`src/rsd_pkg.sv`:
```
// ----------------------------------------------------------------------------
// rsd_pkg: shared types and constants of the radial stick dead zone
// Field widths, fixed-point formats, cell payload types and output saturation.
// ----------------------------------------------------------------------------
package rsd_pkg;

    localparam int IN_W       = 9;
    localparam int OUT_W      = 11;
    localparam int DZ_W       = 7;
    localparam int FULL_SCALE = 128;
    localparam int FRAC_BITS  = 8;

    localparam logic [DZ_W-1:0] DZ_RESET = DZ_W'(30);

    localparam int IN_DATA_W  = ((2 * IN_W + 7) / 8) * 8;
    localparam int OUT_DATA_W = ((2 * OUT_W + 7) / 8) * 8;

    localparam int SQ_W   = 2 * IN_W;
    localparam int RAD_W  = SQ_W + 2 * FRAC_BITS;
    localparam int MAG_W  = RAD_W / 2;
    localparam int REM_W  = MAG_W + 2;
    localparam int FS_W   = $clog2(FULL_SCALE + 1);
    localparam int NUM_W  = IN_W + FS_W + MAG_W;
    localparam int DEN_W  = MAG_W + FS_W;
    localparam int Q_W    = OUT_W + 1;
    localparam int REMD_W = DEN_W + Q_W;

    localparam logic [Q_W-1:0] POS_LIMIT = Q_W'((1 << (OUT_W - 1)) - 1);
    localparam logic [Q_W-1:0] NEG_LIMIT = Q_W'(1 << (OUT_W - 1));

    typedef struct packed {
        logic signed [IN_W-1:0] x;
        logic signed [IN_W-1:0] y;
        logic [RAD_W-1:0]       rad;
        logic [MAG_W-1:0]       root;
        logic [REM_W-1:0]       rem;
    } sq_t;

    typedef struct packed {
        logic [REMD_W-1:0] rem_x;
        logic [REMD_W-1:0] rem_y;
        logic [DEN_W-1:0]  den;
        logic [Q_W-1:0]    q_x;
        logic [Q_W-1:0]    q_y;
        logic              neg_x;
        logic              neg_y;
        logic              zero;
        logic              dead;
    } dv_t;

    function automatic logic signed [OUT_W-1:0] sat_axis(
        input logic [Q_W-1:0] q,
        input logic           neg,
        input logic           zero
    );
        logic signed [OUT_W-1:0] res;
        if (zero)
        begin
            res = '0;
        end
        else if (neg)
        begin
            res = (q > NEG_LIMIT) ? OUT_W'(NEG_LIMIT) : OUT_W'(-q);
        end
        else
        begin
            res = (q > POS_LIMIT) ? OUT_W'(POS_LIMIT) : OUT_W'(q);
        end
        return res;
    endfunction

endpackage

```
`src/rsd_div_cell.sv`:
```
// ----------------------------------------------------------------------------
// rsd_div_cell: one quotient bit of both axis divisions
// Restoring division step at a fixed divisor shift, for both axes side by side.
// ----------------------------------------------------------------------------
module rsd_div_cell
#(
    parameter int SHIFT = 0
)
(
    input  logic         clk,
    input  logic         rst_n,
    input  logic         in_valid,
    output logic         in_ready,
    input  rsd_pkg::dv_t in_pl,
    output logic         out_valid,
    input  logic         out_ready,
    output rsd_pkg::dv_t out_pl
);

    logic                       valid_reg;
    rsd_pkg::dv_t               pl_reg;
    rsd_pkg::dv_t               pl_next;
    logic [rsd_pkg::REMD_W-1:0] den_sh;
    logic                       ge_x;
    logic                       ge_y;

    assign in_ready  = !valid_reg || out_ready;
    assign out_valid = valid_reg;
    assign out_pl    = pl_reg;

    always_comb
    begin
        den_sh  = rsd_pkg::REMD_W'(in_pl.den) << SHIFT;
        ge_x    = in_pl.rem_x >= den_sh;
        ge_y    = in_pl.rem_y >= den_sh;
        pl_next = in_pl;
        pl_next.rem_x = ge_x ? in_pl.rem_x - den_sh : in_pl.rem_x;
        pl_next.rem_y = ge_y ? in_pl.rem_y - den_sh : in_pl.rem_y;
        pl_next.q_x   = {in_pl.q_x[rsd_pkg::Q_W-2:0], ge_x};
        pl_next.q_y   = {in_pl.q_y[rsd_pkg::Q_W-2:0], ge_y};
    end

    always_ff @(posedge clk or negedge rst_n)
    begin
        if (!rst_n)
        begin
            valid_reg <= 1'b0;
        end
        else if (in_ready)
        begin
            valid_reg <= in_valid;
        end
    end

    always_ff @(posedge clk)
    begin
        if (in_valid && in_ready)
        begin
            pl_reg <= pl_next;
        end
    end

endmodule

```
`config.mk`:
```
export PLATFORM = sky130hd
export DESIGN_NAME = rsd_div_cell
export DESIGN_NICKNAME = d
export VERILOG_FILES = /design/src/rsd_pkg.sv /design/src/rsd_div_cell.sv
export SDC_FILE = /design/constraint.sdc
export NUM_CORES = 1
export LEC_CHECK = 0
export ABC_AREA = 1
export BUFFER_PORTS_ARGS = -buffer_cell sky130_fd_sc_hd__clkbuf_2
export CORE_ASPECT_RATIO = 0.6
export CORE_MARGIN = 1.5
export CORE_UTILIZATION = 49
export CTS_CLUSTER_DIAMETER = 50
export DETAILED_ROUTE_END_ITERATION = 8
export GPL_TIMING_DRIVEN = 0
export PLACE_DENSITY_LB_ADDON = 0.2
export SLEW_MARGIN = 0
export SYNTH_ARGS = -nofsm -noshare
export SYNTH_HDL_FRONTEND = slang
export SYNTH_SLANG_ARGS = --single-unit
```
`constraint.sdc`:
```
create_clock -name clk -period 7.15 [get_ports clk]
set_input_delay 0.3575 -clock clk [delete_from_list [all_inputs] [get_ports clk]]
set_output_delay 0.3575 -clock clk [all_outputs]
set_load 0.02 [all_outputs]
```
==> impl_metrics.env, run 1 <==
export IMPL_fp_dieArea_um2=20600
export IMPL_synth_top_area_share_pct=39.5
export IMPL_crit_start="in_pl[48]"
export IMPL_vdd_ir_drop_worst_uv=177
export IMPL_number_of_antenna_violations_at_the_first_check_in_global_routing=0
export IMPL_timing_slew_headroom_pct=41.6
export IMPL_dr_total_vias=10023
export IMPL_ctsHtreeMaxLevel=4
export IMPL_ff2ff_setup_slack_ps=5260
export IMPL_globalRoute_totalOverflow=0
export IMPL_post_detailed_route_drc_marker_count=0
export IMPL_gp_routability_congestion=1.02
export IMPL_ff2ff_path_depth=3
export IMPL_cts_buffer_depth=2
export IMPL_top_level_ports=260
export IMPL_min_delay_path_class="in2reg"
export IMPL_detailed_place_area_um2=11400
export IMPL_first_iter_violations=1034
export IMPL_period_minus_slack_ps=2540
export IMPL_syn2layout_area_growth_pct=24.4
export IMPL_coreArea_um2=19200
export IMPL_timing_critical_path_from_type="primary input"
export IMPL_power_leakage_nw=6.18
export IMPL_maxSlewViolCount=0
export IMPL_ys_top_cells_by_area="sky130_fd_sc_hd__edfxtp_1 40%, sky130_fd_sc_hd__nand2_1 20%, sky130_fd_sc_hd__inv_1 9.2%"
export IMPL_routed_wl_mm=34.0
export IMPL_syn_mean_instance_area_um2=7.10
export IMPL_synth_top_cell_by_area="sky130_fd_sc_hd__edfxtp_1"
export IMPL_power_total_w=0.00254
export IMPL_cp_endpoint="out_pl[70]"
export IMPL_worst_slew_pin_slew_ps=866
export IMPL_tritoncts_num_buffers=17
export IMPL_critical_path_endpoint_type="flip-flop"
export IMPL_fin_skew_ps=5.17
export IMPL_floorplan_die_width_um=184
export IMPL_fill_cells=1806
export IMPL_r2r_end="out_pl[120]"
export IMPL_final_period_utilization_pct=35.5
export IMPL_synth_warnings=0
export IMPL_first_pass_iters=6
export IMPL_dpl_hpwl_mm=28.3
export IMPL_post_cts_buffers=0
export IMPL_worstPathArrival_ps=2800
export IMPL_synth_cells=1360
export IMPL_ys_types=33
export IMPL_detail_route_wl_per_cell_um=17.7
export IMPL_design_final_nets=1824
export IMPL_status="finished, final reports clean"
export IMPL_number_of_rows_created_at_floorplan=39
export IMPL_clk_latency_ps=440
export IMPL_drive_gt1_share_pct=21.7
export IMPL_multiInputGateArea_um2=4800
export IMPL_clock_tree_root_cell="sky130_fd_sc_hd__clkbuf_16"
export IMPL_setup_violations=0
export IMPL_drv_cap=0
export IMPL_grt_pass1_wl_mm=51.1
export IMPL_initial_utilization_pct=50.3
export IMPL_yosysSeqAreaShare_pct=39.8
export IMPL_max_freq_ghz=0.394
export IMPL_synth_nets=1543
export IMPL_routed_wl_met3_mm=4.95
export IMPL_floorplan_die_height_um=112
export IMPL_groute_usage_overall_pct=33.7
export IMPL_path_class="in2reg"
export IMPL_synth_seq_cells=128
export IMPL_wl_met2_mm=12.3
export IMPL_io_buffers=257
export IMPL_post_synth_instance_area_um2=9650
export IMPL_clk_pin_slew_worst_paths_ps=60
export IMPL_fin_setup_tns_ps=0
export IMPL_regToRegStartpoint="out_valid"
export IMPL_hold_viol_final=0
export IMPL_worst_path_max_fanout=10
export IMPL_power_per_cell_area_nw_per_um2=212
export IMPL_antenna_cells=0
export IMPL_ant_nets=0
export IMPL_postLayoutCellArea_um2=12000
export IMPL_grt_max_degree=31
export IMPL_wl_met1_mm=16.4
export IMPL_cts_tree="done"
export IMPL_number_of_vias_per_cell_after_detailed_routing=5.22
export IMPL_grt_setup_unrepaired="false"
export IMPL_seq_area_um2=3840
export IMPL_first_global_vias=9025
export IMPL_route_top_layer_used="met4"
export IMPL_timing_critical_path_required_ps=7410
export IMPL_clock_sinks=128
==> cell type report <==
| class | instances | area share, % |
|---|---|---|
| well taps | 266 | 2.77 |
| repair buffers | 262 | 11.5 |
| clock inverters | 15 | 1.72 |
| clock buffers | 17 | 3.54 |
| multi-input cells | 972 | 39.9 |
| inverters | 247 | 7.72 |
| flip-flops and latches | 128 | 32.0 |
| plain buffers | 13 | 0.844 |
==> cells in the mapped netlist <==
cell / n
sky130_fd_sc_hd__nand2_2: 8
sky130_fd_sc_hd__buf_6: 6
sky130_fd_sc_hd__o21ai_0: 27
sky130_fd_sc_hd__clkinv_1: 1
sky130_fd_sc_hd__and3_1: 1
sky130_fd_sc_hd__nor3_2: 1
sky130_fd_sc_hd__xnor2_1: 30
sky130_fd_sc_hd__nand3_1: 74
sky130_fd_sc_hd__a21oi_1: 38
sky130_fd_sc_hd__inv_1: 236
sky130_fd_sc_hd__dfrtp_1: 1
sky130_fd_sc_hd__nor2_2: 9
sky130_fd_sc_hd__xor2_1: 8
sky130_fd_sc_hd__buf_2: 6
sky130_fd_sc_hd__clkbuf_1: 1
sky130_fd_sc_hd__ha_1: 50
sky130_fd_sc_hd__fa_1: 2
sky130_fd_sc_hd__a31oi_1: 1
sky130_fd_sc_hd__edfxtp_1: 127
sky130_fd_sc_hd__nand4_1: 16
sky130_fd_sc_hd__nor2_1: 126
sky130_fd_sc_hd__and2_1: 2
sky130_fd_sc_hd__a21oi_2: 7
sky130_fd_sc_hd__nand3b_1: 4
sky130_fd_sc_hd__o21ai_2: 13
sky130_fd_sc_hd__inv_2: 10
sky130_fd_sc_hd__o21ai_1: 17
sky130_fd_sc_hd__nand3_2: 3
sky130_fd_sc_hd__nor3_1: 18
sky130_fd_sc_hd__nand2_4: 2
sky130_fd_sc_hd__o21a_1: 1
sky130_fd_sc_hd__nand2_1: 512
sky130_fd_sc_hd__o21bai_1: 2
==> sequential cells by signal, summed over array words and instances, names as in the netlist <==
name       cells
out_pl       127
out_valid      1
==> critical path, cell delays in order <==
cell,delay [ps]
sky130_fd_sc_hd__clkbuf_2,100
sky130_fd_sc_hd__inv_1,70
sky130_fd_sc_hd__ha_1,380
sky130_fd_sc_hd__a21oi_1,290
sky130_fd_sc_hd__nand2_1,190
sky130_fd_sc_hd__a21oi_1,250
sky130_fd_sc_hd__nand3_2,230
sky130_fd_sc_hd__nand2_1,160
sky130_fd_sc_hd__nand2_4,120
sky130_fd_sc_hd__inv_2,110
sky130_fd_sc_hd__buf_6,170
sky130_fd_sc_hd__buf_6,190
sky130_fd_sc_hd__nand2_1,70
sky130_fd_sc_hd__o21ai_1,120
==> kinds of logic after synthesis <==
group,synth area share (%)
and+or+nand+nor,32.9
AOI/OAI and AO/OA,6.36
buffers and inverters,10.7
xor gates and xnor gates,3.45
adders and majority gates,6.90
DFF,39.8
==> repair_timing <==
action	CTS	global route
resized for setup	0	0
hold endpoints to repair	1	0
endpoints found under the setup margin	0	0
hold buffers	1	0
==> report_power, final <==
group	switching, W	leakage (nW)	total, W	internal [W]
sequential	0.0000161	1.22	0.000923	0.000907
combinational	0.000455	4.66	0.000672	0.000217
clock	0.000359	0.310	0.000947	0.000588
==> routing by layer <==
| metal | GRT usage, % | up-vias |
|---|---|---|
| met4 | 6.39 | 0 |
| li1 | - | 4858 |
| met2 | 42.1 | 563 |
| met5 | 0 | - |
| met1 | 54.3 | 4571 |
| met3 | 11.6 | 31 |
==> how the worst min path moves through the flow <==
stage          startpoint         end  slack (ps)  cells past startpoint
2_1_floorplan       rst_n   out_valid          60                      0
3_3_place_gp        rst_n   out_valid         130                      1
3_5_place_dp        rst_n   out_valid         130                      1
4_1_cts         in_pl[14]  out_pl[15]          80                      1
5_1_grt          in_pl[6]   out_pl[7]          80                      1
6_report        in_pl[14]  out_pl[15]          90                      1
==> metrics by stage <==
stage	hold slack (ps)	utilization, %	instances	worst slack, ps
global placement	133	58.8	1883	1080
floorplan	61.9	-	1360	2590
CTS	81.7	62.6	1920	4680
global route	76.6	62.6	1920	4500
finish	86.1	62.6	1920	4610
detailed placement	133	59.3	1887	4250
==> layout by cell type, fill, tap and decap left out, drive strengths merged, types with 19 or more instances in the layout <==
cell type	synthesis	final
nand2	522	522
clkbuf	1	275
inv	246	251
nor2	135	135
edfxtp	127	127
nand3	77	77
o21ai	57	57
ha	50	50
a21oi	45	45
xnor2	30	30
nor3	19	19
No activity file was read; power rests on OpenSTA's default activity.
==> run 2, diff against run 1 <==
clock period = 2.1 ns   (was 7.15 ns; I/O delays follow)
==> impl_metrics.env, run 2 (synthesis gave the netlist of run 1 again) <==
export IMPL_leading_cell_type_in_the_layout_fill_and_taps_excluded="sky130_fd_sc_hd__nand2_1"
export IMPL_number_of_rows_created_at_floorplan=39
export IMPL_grt_max_degree=32
export IMPL_finalHoldWorstSlack_ps=9.05
export IMPL_routed_wl_mm=37.9
export IMPL_grt_pass1_wl_mm=55.1
export IMPL_period_minus_slack_ps=2090
export IMPL_path_class="in2reg"
export IMPL_syn2layout_area_growth_pct=38.4
export IMPL_min_delay_path_class="in2reg"
export IMPL_number_of_antenna_violations_at_the_first_check_in_global_routing=0
export IMPL_postLayoutCellArea_um2=13400
export IMPL_design_final_nets=1927
export IMPL_status="finished, final reports clean"
export IMPL_multiInputGateArea_um2=5150
export IMPL_worstPathArrival_ps=2280
export IMPL_fin_skew_ps=10.9
export IMPL_antenna_cells=0
export IMPL_cts_tree="done"
export IMPL_vdd_ir_drop_worst_uv=676
export IMPL_clk_pin_slew_worst_paths_ps=60
export IMPL_dpl_hpwl_mm=28.6
export IMPL_mostFrequentLayoutCells="497 x sky130_fd_sc_hd__nand2_1, 257 x sky130_fd_sc_hd__clkbuf_2, 233 x sky130_fd_sc_hd__inv_1, 127 x sky130_fd_sc_hd__edfxtp_1, 118 x sky130_fd_sc_hd__nor2_1"
export IMPL_floorplan_die_height_um=112
export IMPL_tritoncts_num_buffers=17
export IMPL_max_freq_ghz=0.478
export IMPL_ctsHtreeMaxLevel=4
export IMPL_critical_path_endpoint_type="flip-flop"
export IMPL_fill_cells=1607
export IMPL_globalRoute_totalOverflow=0
export IMPL_final_period_utilization_pct=99.6
export IMPL_dr_total_vias=10614
export IMPL_power_leakage_nw=6.63
export IMPL_timing_critical_path_from_type="primary input"
export IMPL_timing_slew_headroom_pct=49.8
export IMPL_first_pass_iters=8
export IMPL_gp_routability_congestion=1.01
export IMPL_detail_route_wl_per_cell_um=18.7
export IMPL_worst_slew_pin_slew_ps=745
export IMPL_seq_area_um2=3840
export IMPL_drv_cap=0
export IMPL_coreArea_um2=19200
export IMPL_first_global_vias=9734
export IMPL_setup_violations=0
export IMPL_ant_nets=0
export IMPL_fp_dieArea_um2=20600
export IMPL_post_detailed_route_drc_marker_count=0
export IMPL_top_level_ports=260
export IMPL_drive_gt1_share_pct=24.5
export IMPL_number_of_vias_per_cell_after_detailed_routing=5.25
export IMPL_floorplan_die_width_um=184
export IMPL_power_per_cell_area_nw_per_um2=667
export IMPL_largest_register_ffs=127
export IMPL_initial_utilization_pct=50.3
export IMPL_clock_sinks=128
export IMPL_cts_buffer_depth=2
export IMPL_io_buffers=257
export IMPL_clock_tree_root_cell="sky130_fd_sc_hd__clkbuf_16"
export IMPL_hold_viol_final=0
export IMPL_first_iter_violations=1344
export IMPL_clk_latency_ps=450
export IMPL_timing_critical_path_required_ps=2290
export IMPL_worst_path_max_fanout=10
export IMPL_grt_setup_unrepaired="true"
export IMPL_fin_setup_tns_ps=0
export IMPL_detailed_place_area_um2=11400
export IMPL_groute_usage_overall_pct=36.5
export IMPL_maxSlewViolCount=0
==> run 2: cell count changes in the layout (fill, tap and decap cells not counted), moves of 12 or more <==
cell	change
sky130_fd_sc_hd__ha_1	-16
sky130_fd_sc_hd__dlygate4sd3_1	+90
sky130_fd_sc_hd__buf_4	+12
sky130_fd_sc_hd__ha_4	+12
sky130_fd_sc_hd__nand2_1	-15
sky130_fd_sc_hd__nand2_2	+13
==> run 2: path summary, 6_finish.rpt <==
kind / cells after the start / start / slack (ps) / to
setup / recovery: 14 / in_pl[36] / 9 / out_pl[107]
hold / removal: 3 / in_pl[56] / 9 / out_pl[56]
setup reg to reg: 3 / out_valid / 330 / out_pl[16]
hold reg to reg: 1 / out_valid / 750 / out_pl[22]
max in group asynchronous: 3 / rst_n / 1450 / out_valid
min in group asynchronous: 3 / rst_n / 530 / out_valid
==> run 2: cell type report <==
type                            count  share of cell area (%)
Buffer                             13                   0.852
Clock buffer                       17                    3.19
Clock inverter                     15                    1.35
Inverter                          247                    6.97
Multi-Input combinational cell    972                    38.5
Sequential cell                   128                    28.7
Tap cell                          266                    2.49
Timing Repair Buffer              365                    17.9
==> run 2: what timing repair did <==
| action | 4_1_cts | 5_1_grt |
|---|---|---|
| gates resized for setup | 7 | 70 |
| endpoints found under the hold margin | 89 | 0 |
| setup endpoints to repair | 17 | 67 |
| hold buffers | 91 | 0 |
| pin swaps | 0 | 10 |
| setup buffers | 0 | 13 |
==> run 2: power breakdown <==
group          total, W  internal [W]  switching [W]
combinational   0.00260      0.000924        0.00167
sequential      0.00315       0.00309      0.0000641
clock           0.00316       0.00188        0.00129
total           0.00891       0.00589        0.00302
==> run 2: layer usage <==
layer / routed length [µm] / global-route usage (%)
met1: 17000 / 54.0
met2: 14700 / 49.5
met3: 5540 / 14.2
met4: 668 / 8.85
met5: 0 / 0
==> run 2: worst max-delay path: stages <==
cell and delay (ps):
sky130_fd_sc_hd__clkbuf_2 100, sky130_fd_sc_hd__inv_1 70, sky130_fd_sc_hd__ha_1 400, sky130_fd_sc_hd__nand2_1 180
sky130_fd_sc_hd__nor2_1 200, sky130_fd_sc_hd__nand2_1 120, sky130_fd_sc_hd__nor3_2 230, sky130_fd_sc_hd__a21oi_1 150
sky130_fd_sc_hd__nand2_4 140, sky130_fd_sc_hd__inv_2 70, sky130_fd_sc_hd__buf_6 150, sky130_fd_sc_hd__buf_6 170
sky130_fd_sc_hd__nand2_1 90, sky130_fd_sc_hd__nand2_1 90
==> run 2: stage by stage <==
step / power, W / instances / setup WS, ps / utilization [%]
2_1_floorplan: 0.00461 / 1360 / -915 / -
3_3_place_gp: 0.00538 / 1883 / -1670 / 58.8
3_5_place_dp: 0.00540 / 1887 / -525 / 59.3
4_1_cts: 0.00867 / 2010 / 10.4 / 67.3
5_1_grt: 0.00922 / 2023 / -31.0 / 69.6
6_report: 0.00891 / 2023 / 8.76 / 69.6
